[src/rtl/mexp_pkg.sv]
// Shared types and constants of the modular exponentiation block.
// Depends on nothing; every module of the block imports it.
package mexp_pkg;

    localparam int OP_BITS  = 31;
    localparam int CNT_BITS = $clog2(OP_BITS);
    localparam int SUM_BITS = OP_BITS + 1;

    localparam logic [CNT_BITS-1:0] CNT_MAX = CNT_BITS'(OP_BITS - 1);

    typedef logic [OP_BITS-1:0]  operand_t;
    typedef logic [CNT_BITS-1:0] cnt_t;
    typedef logic [SUM_BITS-1:0] sum_t;

    // Register indexes of the configuration port
    localparam logic REG_EXPONENT = 1'b0;
    localparam logic REG_MODULUS  = 1'b1;

    typedef struct packed {
        operand_t exponent;
        operand_t modulus;
    } cfg_t;

endpackage

[src/rtl/mexp_addmod.sv]
// Shared modular add unit: (a + b + cin) mod m for a, b < m.
// Depends on mexp_pkg.
module mexp_addmod (
    input  mexp_pkg::operand_t a_in,
    input  mexp_pkg::operand_t b_in,
    input  logic               cin,
    input  mexp_pkg::operand_t mod_in,
    output mexp_pkg::operand_t y_out
);
    import mexp_pkg::*;

    sum_t sum;
    sum_t diff;

    assign sum  = SUM_BITS'(a_in) + SUM_BITS'(b_in) + SUM_BITS'(cin);
    assign diff = sum - SUM_BITS'(mod_in);

    // The sum stays below twice the modulus, so one subtract suffices
    assign y_out = (sum >= SUM_BITS'(mod_in)) ? diff[OP_BITS-1:0] : sum[OP_BITS-1:0];

endmodule

[src/rtl/mexp_core.sv]
// Sequencer of the square-and-multiply exponentiation around the shared add unit.
// Depends on mexp_pkg and mexp_addmod.
module mexp_core (
    input  logic               aclk,
    input  logic               aresetn,
    input  mexp_pkg::cfg_t     cfg,
    input  logic               start,
    input  mexp_pkg::operand_t base_value,
    output logic               busy,
    output logic               done_valid,
    input  logic               done_take,
    output mexp_pkg::operand_t result
);
    import mexp_pkg::*;

    typedef enum logic [5:0] {
        ST_IDLE   = 6'b000001,
        ST_REDUCE = 6'b000010,
        ST_NEXT   = 6'b000100,
        ST_DBL    = 6'b001000,
        ST_ADD    = 6'b010000,
        ST_DONE   = 6'b100000
    } state_t;

    state_t   state_reg, state_next;
    operand_t base_reg, base_next;
    operand_t acc_reg, acc_next;
    operand_t sq_reg, sq_next;
    operand_t r_reg, r_next;
    operand_t e_reg, e_next;
    operand_t result_reg, result_next;
    cnt_t     cnt_reg, cnt_next;
    logic     phase_sq_reg, phase_sq_next;

    operand_t unit_b;
    logic     unit_cin;
    operand_t unit_y;
    logic     end_bit;

    mexp_addmod u_addmod (
        .a_in   (r_reg),
        .b_in   (unit_b),
        .cin    (unit_cin),
        .mod_in (cfg.modulus),
        .y_out  (unit_y)
    );

    always_comb begin
        state_next    = state_reg;
        base_next     = base_reg;
        acc_next      = acc_reg;
        sq_next       = sq_reg;
        r_next        = r_reg;
        e_next        = e_reg;
        result_next   = result_reg;
        cnt_next      = cnt_reg;
        phase_sq_next = phase_sq_reg;
        end_bit       = 1'b0;
        unit_b        = r_reg;
        unit_cin      = 1'b0;

        unique case (state_reg)
            ST_REDUCE: begin
                unit_cin = base_reg[cnt_reg];
            end
            ST_ADD: begin
                unit_b = phase_sq_reg ? sq_reg : acc_reg;
            end
            default: begin
                unit_b = r_reg;
            end
        endcase

        unique case (state_reg)
            ST_IDLE: begin
                if (start) begin
                    if (cfg.exponent == '0) begin
                        result_next = OP_BITS'(1);
                        state_next  = ST_DONE;
                    end else if (cfg.modulus == '0) begin
                        result_next = '0;
                        state_next  = ST_DONE;
                    end else begin
                        base_next  = base_value;
                        acc_next   = (cfg.modulus == OP_BITS'(1)) ? '0 : OP_BITS'(1);
                        e_next     = cfg.exponent;
                        r_next     = '0;
                        cnt_next   = CNT_MAX;
                        state_next = ST_REDUCE;
                    end
                end
            end
            ST_REDUCE: begin
                // Shift the base in one bit a cycle, reducing as it goes
                r_next = unit_y;
                if (cnt_reg == '0) begin
                    sq_next    = unit_y;
                    state_next = ST_NEXT;
                end else begin
                    cnt_next = cnt_reg - 1'b1;
                end
            end
            ST_NEXT: begin
                phase_sq_next = ~e_reg[0];
                r_next        = '0;
                cnt_next      = CNT_MAX;
                state_next    = ST_DBL;
            end
            ST_DBL: begin
                r_next = unit_y;
                if (sq_reg[cnt_reg]) begin
                    state_next = ST_ADD;
                end else begin
                    end_bit = 1'b1;
                end
            end
            ST_ADD: begin
                r_next  = unit_y;
                end_bit = 1'b1;
            end
            ST_DONE: begin
                if (done_take) begin
                    state_next = ST_IDLE;
                end
            end
            default: begin
                state_next = ST_IDLE;
            end
        endcase

        if (end_bit) begin
            if (cnt_reg != '0) begin
                cnt_next   = cnt_reg - 1'b1;
                state_next = ST_DBL;
            end else if (!phase_sq_reg) begin
                acc_next = unit_y;
                if (e_reg[OP_BITS-1:1] == '0) begin
                    // No exponent bits left: the square is never needed
                    result_next = unit_y;
                    state_next  = ST_DONE;
                end else begin
                    phase_sq_next = 1'b1;
                    r_next        = '0;
                    cnt_next      = CNT_MAX;
                    state_next    = ST_DBL;
                end
            end else begin
                sq_next    = unit_y;
                e_next     = e_reg >> 1;
                state_next = ST_NEXT;
            end
        end
    end

    always_ff @(posedge aclk) begin
        if (!aresetn) begin
            state_reg <= ST_IDLE;
        end else begin
            state_reg <= state_next;
        end
        base_reg     <= base_next;
        acc_reg      <= acc_next;
        sq_reg       <= sq_next;
        r_reg        <= r_next;
        e_reg        <= e_next;
        result_reg   <= result_next;
        cnt_reg      <= cnt_next;
        phase_sq_reg <= phase_sq_next;
    end

    assign busy       = (state_reg != ST_IDLE);
    assign done_valid = (state_reg == ST_DONE);
    assign result     = result_reg;

endmodule

[src/rtl/modular_exponentiation_top.sv]
// Top level of the modular exponentiation block: APB registers and result slot.
// Depends on mexp_pkg and mexp_core.
//
// Usage: write the exponent (address 0) and modulus (address 4) over the APB
// port while the block is idle; both apply to every following request. Each
// request on the s_ channel carries one base value; exactly one result leaves
// on the m_ channel for each, in order.
// Operation: a request is held while the core works on it, so s_ready is low
// until the core is free. The core runs one add-compare-subtract step per
// cycle in its reduce, double and add states: it first reduces the base one
// bit at a time, then for each exponent bit passes a setup state, does a
// multiply when the bit is set and a squaring for every bit below the top
// one. A multiply doubles once for each bit of the square and adds once for
// each set bit. An exponent of zero or a zero modulus skip these steps and
// go straight to the done state.
// Stall: a finished result waits in the output register until m_ready; the
// core accepts the next request meanwhile and holds its own result in its
// done state until the output register frees up.
// Reset: aresetn (synchronous, active low) drops any request in flight,
// empties the output register and sets exponent 0 and modulus 1.
module modular_exponentiation_top (
    input  logic                 aclk,
    input  logic                 aresetn,
    // configuration port
    input  logic                 psel,
    input  logic                 penable,
    input  logic                 pwrite,
    input  logic [2:0]           paddr,
    input  logic [31:0]          pwdata,
    output logic [31:0]          prdata,
    output logic                 pready,
    // request channel
    input  logic                 s_valid,
    output logic                 s_ready,
    input  mexp_pkg::operand_t   s_base_value,
    // result channel
    output logic                 m_valid,
    input  logic                 m_ready,
    output mexp_pkg::operand_t   m_power_result
);
    import mexp_pkg::*;

    cfg_t     cfg_reg, cfg_next;
    logic     m_valid_reg, m_valid_next;
    operand_t m_power_result_reg, m_power_result_next;

    logic     cfg_write;
    logic     core_busy;
    logic     core_done;
    logic     core_take;
    operand_t core_result;

    assign pready    = 1'b1;
    assign cfg_write = psel && penable && pwrite;

    // Register index is the word address
    always_comb begin
        cfg_next = cfg_reg;
        if (cfg_write) begin
            unique case (paddr[2])
                REG_EXPONENT: cfg_next.exponent = pwdata[OP_BITS-1:0];
                REG_MODULUS:  cfg_next.modulus  = pwdata[OP_BITS-1:0];
                default:      cfg_next = cfg_reg;
            endcase
        end
    end

    always_comb begin
        unique case (paddr[2])
            REG_EXPONENT: prdata = 32'(cfg_reg.exponent);
            REG_MODULUS:  prdata = 32'(cfg_reg.modulus);
            default:      prdata = '0;
        endcase
    end

    mexp_core u_core (
        .aclk       (aclk),
        .aresetn    (aresetn),
        .cfg        (cfg_reg),
        .start      (s_valid && s_ready),
        .base_value (s_base_value),
        .busy       (core_busy),
        .done_valid (core_done),
        .done_take  (core_take),
        .result     (core_result)
    );

    // Take a request only when the core is free
    assign s_ready = !core_busy;

    // Move the core's result into the output slot whenever it is empty or draining
    assign core_take = core_done && (!m_valid_reg || m_ready);

    always_comb begin
        m_valid_next        = m_valid_reg;
        m_power_result_next = m_power_result_reg;
        if (core_take) begin
            m_valid_next        = 1'b1;
            m_power_result_next = core_result;
        end else if (m_ready) begin
            m_valid_next = 1'b0;
        end
    end

    always_ff @(posedge aclk) begin
        if (!aresetn) begin
            cfg_reg.exponent <= '0;
            cfg_reg.modulus  <= OP_BITS'(1);
            m_valid_reg      <= 1'b0;
        end else begin
            cfg_reg     <= cfg_next;
            m_valid_reg <= m_valid_next;
        end
        m_power_result_reg <= m_power_result_next;
    end

    assign m_valid        = m_valid_reg;
    assign m_power_result = m_power_result_reg;

endmodule

[config.mk]
export PLATFORM = sky130hd
export DESIGN_NAME = modular_exponentiation_top
export DESIGN_NICKNAME = d
export VERILOG_FILES = /design/src/rtl/mexp_pkg.sv /design/src/rtl/mexp_addmod.sv /design/src/rtl/mexp_core.sv /design/src/rtl/modular_exponentiation_top.sv
export SDC_FILE = /design/constraint.sdc
export NUM_CORES = 1
export LEC_CHECK = 0
export BUFFER_PORTS_ARGS = -buffer_cell sky130_fd_sc_hd__buf_2
export CORE_MARGIN = 2
export CORE_UTILIZATION = 50
export CTS_CLUSTER_DIAMETER = 80
export DETAILED_ROUTE_END_ITERATION = 16
export MAX_ROUTING_LAYER = met4
export PLACE_DENSITY = 0.69
export SLEW_MARGIN = 40
export SYNTH_ARGS = -nofsm -noshare
export SYNTH_HDL_FRONTEND = slang
export SYNTH_HIERARCHICAL = 1
export SYNTH_SLANG_ARGS = --single-unit
[constraint.sdc]
create_clock -name aclk -period 9.48 [get_ports aclk]
set_input_delay 0.948 -clock aclk [delete_from_list [all_inputs] [get_ports aclk]]
set_output_delay 0.948 -clock aclk [all_outputs]
set_load 0.01 [all_outputs]
# Word level (Yosys, flattened, before mapping)
# Cells that the tools add are included.
# op_classes
add_sub_neg,4
n_lt_le_gt_ge,2
eq_ne,13
n_mux,74
n_bitwise,4
n_reduce_logical,18
# ops
cell,count
31-bit 2-to-1 mux,37
31-bit one-hot mux with 3 select lines,1
32-bit one-hot mux with 2 select lines,1
31-bit logical NOT,2
6-bit 2-to-1 mux,10
5-bit 2-to-1 mux,8
6-bit one-hot mux with 6 select lines,1
31-bit by 31-bit adder with 32-bit output,1
32-bit by 1-bit adder with 32-bit output,1
32-bit by 31-bit >= comparator with 1-bit output,1
31-bit by 1-bit equality test with 1-bit output (second input constant),1
31-bit subtractor,1
30-bit logical NOT,1
5-bit one-hot mux with 3 select lines,1
1-bit 2-to-1 mux,12
3-bit by 1-bit != test with 1-bit output (second input constant),4
1-bit binary-select mux with 5-bit select,2
6-bit by 1-bit equality test with 1-bit output (second input constant),1
6-bit by 2-bit equality test with 1-bit output (second input constant),1
6-bit by 3-bit equality test with 1-bit output (second input constant),1
6-bit by 4-bit equality test with 1-bit output (second input constant),1
6-bit by 5-bit equality test with 1-bit output (second input constant),1
6-bit equality test (second input constant),1
5-bit by 6-bit < comparator with 1-bit output (second input constant),1
other kinds (15),23
# word_totals
ff_bits,292
out_inout_bits,66

# Longest topological paths before layout
# logic_depth
depth_word,11
ltp_mapped,29
mapped_depth_nobuf,26

# Modules after synthesis
# Netlist, hierarchy kept.
# modules_own_cells
module,n_inst,cells_per_inst,area_per_inst_um2,seq_area_each_um2
mexp_core,1,928,8455.6,4274.1
mexp_addmod,1,555,3779.9,0.0
modular_exponentiation_top,1,314,3726.1,2192.1

# Worst setup path before layout
# No wires, ideal clock.
# synth_path
kind,register to register
start,register u_core.cnt_reg[0]
end,register u_core.sq_reg[24]
setup_ns,0.123
arrival_ns,6.650
required_time_ns,9.357
path_slack_ns,2.707
path_stages_with_launch,25
path_buffers,4
synth_period_minus_slack_ns,6.773
path_cell_list,dfxtp_1 > buf_2 > buf_2 > buf_1 > mux4_2 > mux4_2 > nand2_1 > a21oi_1 > fa_1 > fa_1 > a21o_1 > a221oi_1 > o211ai_1 > a31o_2 > a21oi_1 > xnor2_1 > ha_1 > a21o_1 > or2_2 > a2111o_1 > a21oi_2 > o211ai_4 > buf_8 > mux2_4 > mux2_1
# synth_between
elab_chain_cells,11
word_cells_on_any_way,18
cone_classes,add/sub (2); order compare (1); mux (13); reduce/logical (2)
# synth_lines
element,line_no,text
start: declaration,mexp_core.sv:32,"cnt_t cnt_reg, cnt_next;"
start signal: assignment,mexp_core.sv:167,cnt_reg <= cnt_next;
1-bit binary-select mux with 5-bit select (*),mexp_core.sv:64,unit_cin = base_reg[cnt_reg];
1-bit 2-to-1 mux (not written as such) (*),mexp_core.sv:64,
1-bit 2-to-1 mux (*),mexp_core.sv:62,unique case (state_reg)
net u_core.unit_cin,mexp_core.sv:36,logic unit_cin;
32-bit by 1-bit adder with 32-bit output (*),mexp_addmod.sv:15,assign sum = SUM_BITS'(a_in) + SUM_BITS'(b_in) + SUM_BITS'(cin);
31-bit subtractor or 32-bit by 31-bit >= comparator with 1-bit output (tied branches),"mexp_addmod.sv:16, mexp_addmod.sv:19",
31-bit 2-to-1 mux (*),mexp_addmod.sv:19,assign y_out = (sum >= SUM_BITS'(mod_in)) ? diff[OP_BITS-1:0] : sum[OP_BITS-1:0];
net u_core.unit_y[24],mexp_core.sv:37,operand_t unit_y;
31-bit 2-to-1 mux,mexp_core.sv:96,if (cnt_reg == '0) begin
31-bit 2-to-1 mux,mexp_core.sv:74,unique case (state_reg)
31-bit 2-to-1 mux,mexp_core.sv:135,end else if (!phase_sq_reg) begin
31-bit 2-to-1 mux,mexp_core.sv:132,if (cnt_reg != '0) begin
31-bit 2-to-1 mux (*),mexp_core.sv:131,if (end_bit) begin
net u_core.sq_next[24],mexp_core.sv:28,"operand_t sq_reg, sq_next;"
end signal: assignment,mexp_core.sv:163,sq_reg <= sq_next;
end: declaration,mexp_core.sv:28,
# The timed path passes the listed nets; every way through them passes the cells marked *. The select of a mux whose other input is x is not followed.
# A chain may end at the register's enable or synchronous reset.

# Final worst setup path
# layout_path
start,register u_core.cnt_reg[0]
end,register u_core.r_reg[27]
# layout_between
elab_chain_cells,11
word_cells_on_any_way,17
cone_classes,add/sub (2); order compare (1); mux (13); reduce/logical (1)
# layout_lines
element,line_no,text
1-bit binary-select mux with 5-bit select (*),mexp_core.sv:64,
1-bit 2-to-1 mux (not written as such) (*),mexp_core.sv:64,
1-bit 2-to-1 mux (*),mexp_core.sv:62,
net u_core.unit_cin,mexp_core.sv:36,
32-bit by 1-bit adder with 32-bit output (*),mexp_addmod.sv:15,
31-bit subtractor or 32-bit by 31-bit >= comparator with 1-bit output (tied branches),"mexp_addmod.sv:16, mexp_addmod.sv:19",
31-bit 2-to-1 mux (*),mexp_addmod.sv:19,
net u_core.unit_y[27],mexp_core.sv:37,
31-bit one-hot mux with 3 select lines (*),mexp_core.sv:74,
31-bit 2-to-1 mux,mexp_core.sv:137,if (e_reg[OP_BITS-1:1] == '0) begin
31-bit 2-to-1 mux,mexp_core.sv:135,
31-bit 2-to-1 mux,mexp_core.sv:132,
31-bit 2-to-1 mux (*),mexp_core.sv:131,
net u_core.r_next[27],mexp_core.sv:29,"operand_t r_reg, r_next;"
end signal: assignment,mexp_core.sv:164,r_reg <= r_next;
end: declaration,mexp_core.sv:29,
# Marks and branches as above.

==> impl_metrics.json <==
{
  "post_cts_resized": 0,
  "startpoint": "u_core/cnt_reg[0]",
  "synth_xor_area_share_pct": 2.74,
  "viasPerCell": 5.75,
  "timing.rr.start": "u_core/cnt_reg[0]",
  "syn_area_per_cell_sq_um": 8.88,
  "post-route-util_pct": 56.9,
  "drive_above_1_share_pct": 17.0,
  "synth-compound-area-share_pct": 15.2,
  "fp.dieH_um": 183,
  "setup_tns_ps": 0,
  "synth-edff-count": 62,
  "grt_pass1_vias": 12300,
  "htree_levels": 1,
  "yosys_warnings": 6,
  "ys.flop_type": "dfxtp_1",
  "firstDrtPassIters": 6,
  "vias": 13300,
  "outcome": "completed",
  "worst_pin_slew_ps": 866,
  "route.detailed.drc": 0,
  "fmax_ghz": 0.132,
  "max-slew-margin-rel_pct": 41.8,
  "layout_commonest_cell": "nand2_1",
  "dieArea_sq_um": 33400,
  "ctsRootBufferMaster": "clkbuf_16",
  "wl_per_cell_um": 17.9,
  "place_congestion": 0.974,
  "report.final.setup_viol": 0,
  "post_synth_and_or_nand_nor_area_fraction_pct": 18.6,
  "drtIter0Drc": 978,
  "placementRows": 65,
  "synthMuxAreaShare_pct": 13.3,
  "ctsHoldBuffers": 0,
  "synth_area_sq_um": 16000,
  "cts_buffers": 31,
  "min_from": "u_core/result[24]",
  "initial_core_util_pct": 50.7,
  "clockBufferDepth": 3,
  "grt_pass1_wl_um": 65400,
  "most-common-layout-cells": "nand2_1, dfxtp_1, buf_2",
  "path_max_fanout": 25,
  "layout_setup_ws_ps": 1880,
  "drtAntennaViolNets": 0,
  "area_growth_pct": 12.2,
  "grt_start_max_net_pins": 100,
  "whs_ps": 427,
  "clk_pin_slew_ps": 70,
  "async_reset_ff_share_pct": 0,
  "cts.sinks": 292,
  "num_antenna_cells": 0,
  "period_share_pct": 80.2,
  "dp.final_hpwl_um": 29700,
  "maxCapViolations": 0,
  "pre_cts_ws_ps": 1990,
  "antenna_found_initial": 0,
  "layout_min_cycle_time_ps": 7600,
  "finalMaxSlewViolations": 0,
  "end_kind": "register",
  "synth-seq-area-share_pct": 40.5,
  "synth_adder_area_share_pct": 5.24,
  "worstPathArrival_ps": 8110,
  "cp-start-kind": "register",
  "grtUsageTotal_pct": 25.0,
  "largest_register_ffs": 62,
  "gr-total-overflow": 0,
  "io_buffers": 133,
  "core_area_sq_um": 31500,
  "wl_um": 41400,
  "ys_seq_elements": 292,
  "synth_cells": 1797,
  "synth_top_family_by_area": "simple AND/OR/NAND/NOR gates",
  "clock_latency_ps": 580,
  "hold_class": "register to register",
  "rsz0062_at_grt": "false",
  "fin_worst_skew_ps": 23.4,
  "die_x_um": 183,
  "cts_tree": "built",
  "ioPinCount": 139,
  "ys_types": 80,
  "postCtsSetupBuffers": 0,
  "crit_type": "register to register",
  "cp.required_ps": 9980,
  "final_hold_viol_count": 0,
  "nets": 2024,
  "syn-num-nets": 1935
}
cells in the mapped netlist, drive strengths merged (3+ instances only):
library cell	n	share of area, %
nand2	346	8.1
dfxtp	230	29
nor2	131	3.1
o21ai	109	3.4
mux2i	101	6.3
a21oi	86	2.9
nand3	74	2.3
mux2	72	5.1
edfxtp	62	12
ha	62	4.9
clkbuf	57	1.3
inv	51	1.2
buf	42	1.8
a31oi	38	1.5
a22oi	33	1.6
a21o	27	1.3
xnor2	27	1.5
nor4	25	0.98
xor2	23	1.3
nor3	20	0.63
mux4	13	1.8
a211oi	12	0.64
nand4	12	0.47
nor2b	12	0.47
and3	10	0.39
nand2b	9	0.35
o211ai	9	0.51
o21a	9	0.42
o31ai	9	0.45
and2	7	0.27
a21boi	6	0.28
or3	6	0.27
and4	5	0.27
o21bai	5	0.24
or2	5	0.20
a211o	4	0.22
nand3b	4	0.19
nand4b	4	0.22
a221oi	3	0.16
fa	3	0.38
nor3b	3	0.14
o2111ai	3	0.16
o211a	3	0.19
critical path, cell delays in order, from the launching register on:
cell and delay (ps):
dfxtp_2 630, mux4_2 590, mux4_2 500, nand2_1 80
a21oi_1 130, fa_1 470, fa_1 480, a211oi_1 290
o211ai_1 180, a31oi_1 400, o21ai_0 270, a31oi_1 270
xnor2_1 140, ha_1 470, nand2_1 120, nor3_1 360
a221oi_1 200, o211ai_1 190, nand2_1 130, o211a_1 450
o31ai_1 860, a22oi_1 200, nor2_1 120
layer usage:
layer / track usage (%) / vias to the layer above / share of wire, % / wire length, um
met5: - / - / 0 / 0
met4: 7.00 / 0 / 2.5 / 1030
met3: 3.09 / 74 / 6.4 / 2670
met2: 38.7 / 406 / 45 / 18500
met1: 34.6 / 6239 / 46 / 19200
li1: - / 6586 / - / -
final timing paths:
path,end,cells after the start,slack [ps]
setup / recovery,u_core/r_reg[27],22,1880
hold / removal,m_power_result[24],0,430
setup reg to reg,u_core/r_reg[27],22,1880
hold reg to reg,m_power_result[24],0,430
kinds of logic after synthesis:
| logic type | after synthesis |
|---|---|
| fa+ha+maj | 65 |
| xor+xnor | 50 |
| mux | 186 |
| compound gates | 374 |
| flops | 292 |
| buf+inv | 151 |
| other cells | 2 |
| simple gates | 677 |
through the flow:
step / area (sq um) / cells
final: 17900 / 2313
after global routing: 17900 / 2313
after CTS: 17900 / 2312
after detailed placement: 16900 / 2254
after global placement: 16800 / 2248
after floorplan: 16000 / 1797
area by class of cell:
| type | instances | area (sq um) |
|---|---|---|
| well taps | 402 | 503 |
| fillers | 2848 | 13600 |
| repair buffers | 155 | 896 |
| flip-flops and latches | 292 | 6470 |
| inverters | 52 | 195 |
| multi-input cells | 1354 | 8860 |
| clock inverters | 21 | 175 |
| clock buffers | 37 | 818 |
Power is not shown: default switching activity piles up to over one toggle a cycle in this logic, so the estimate is an artifact.
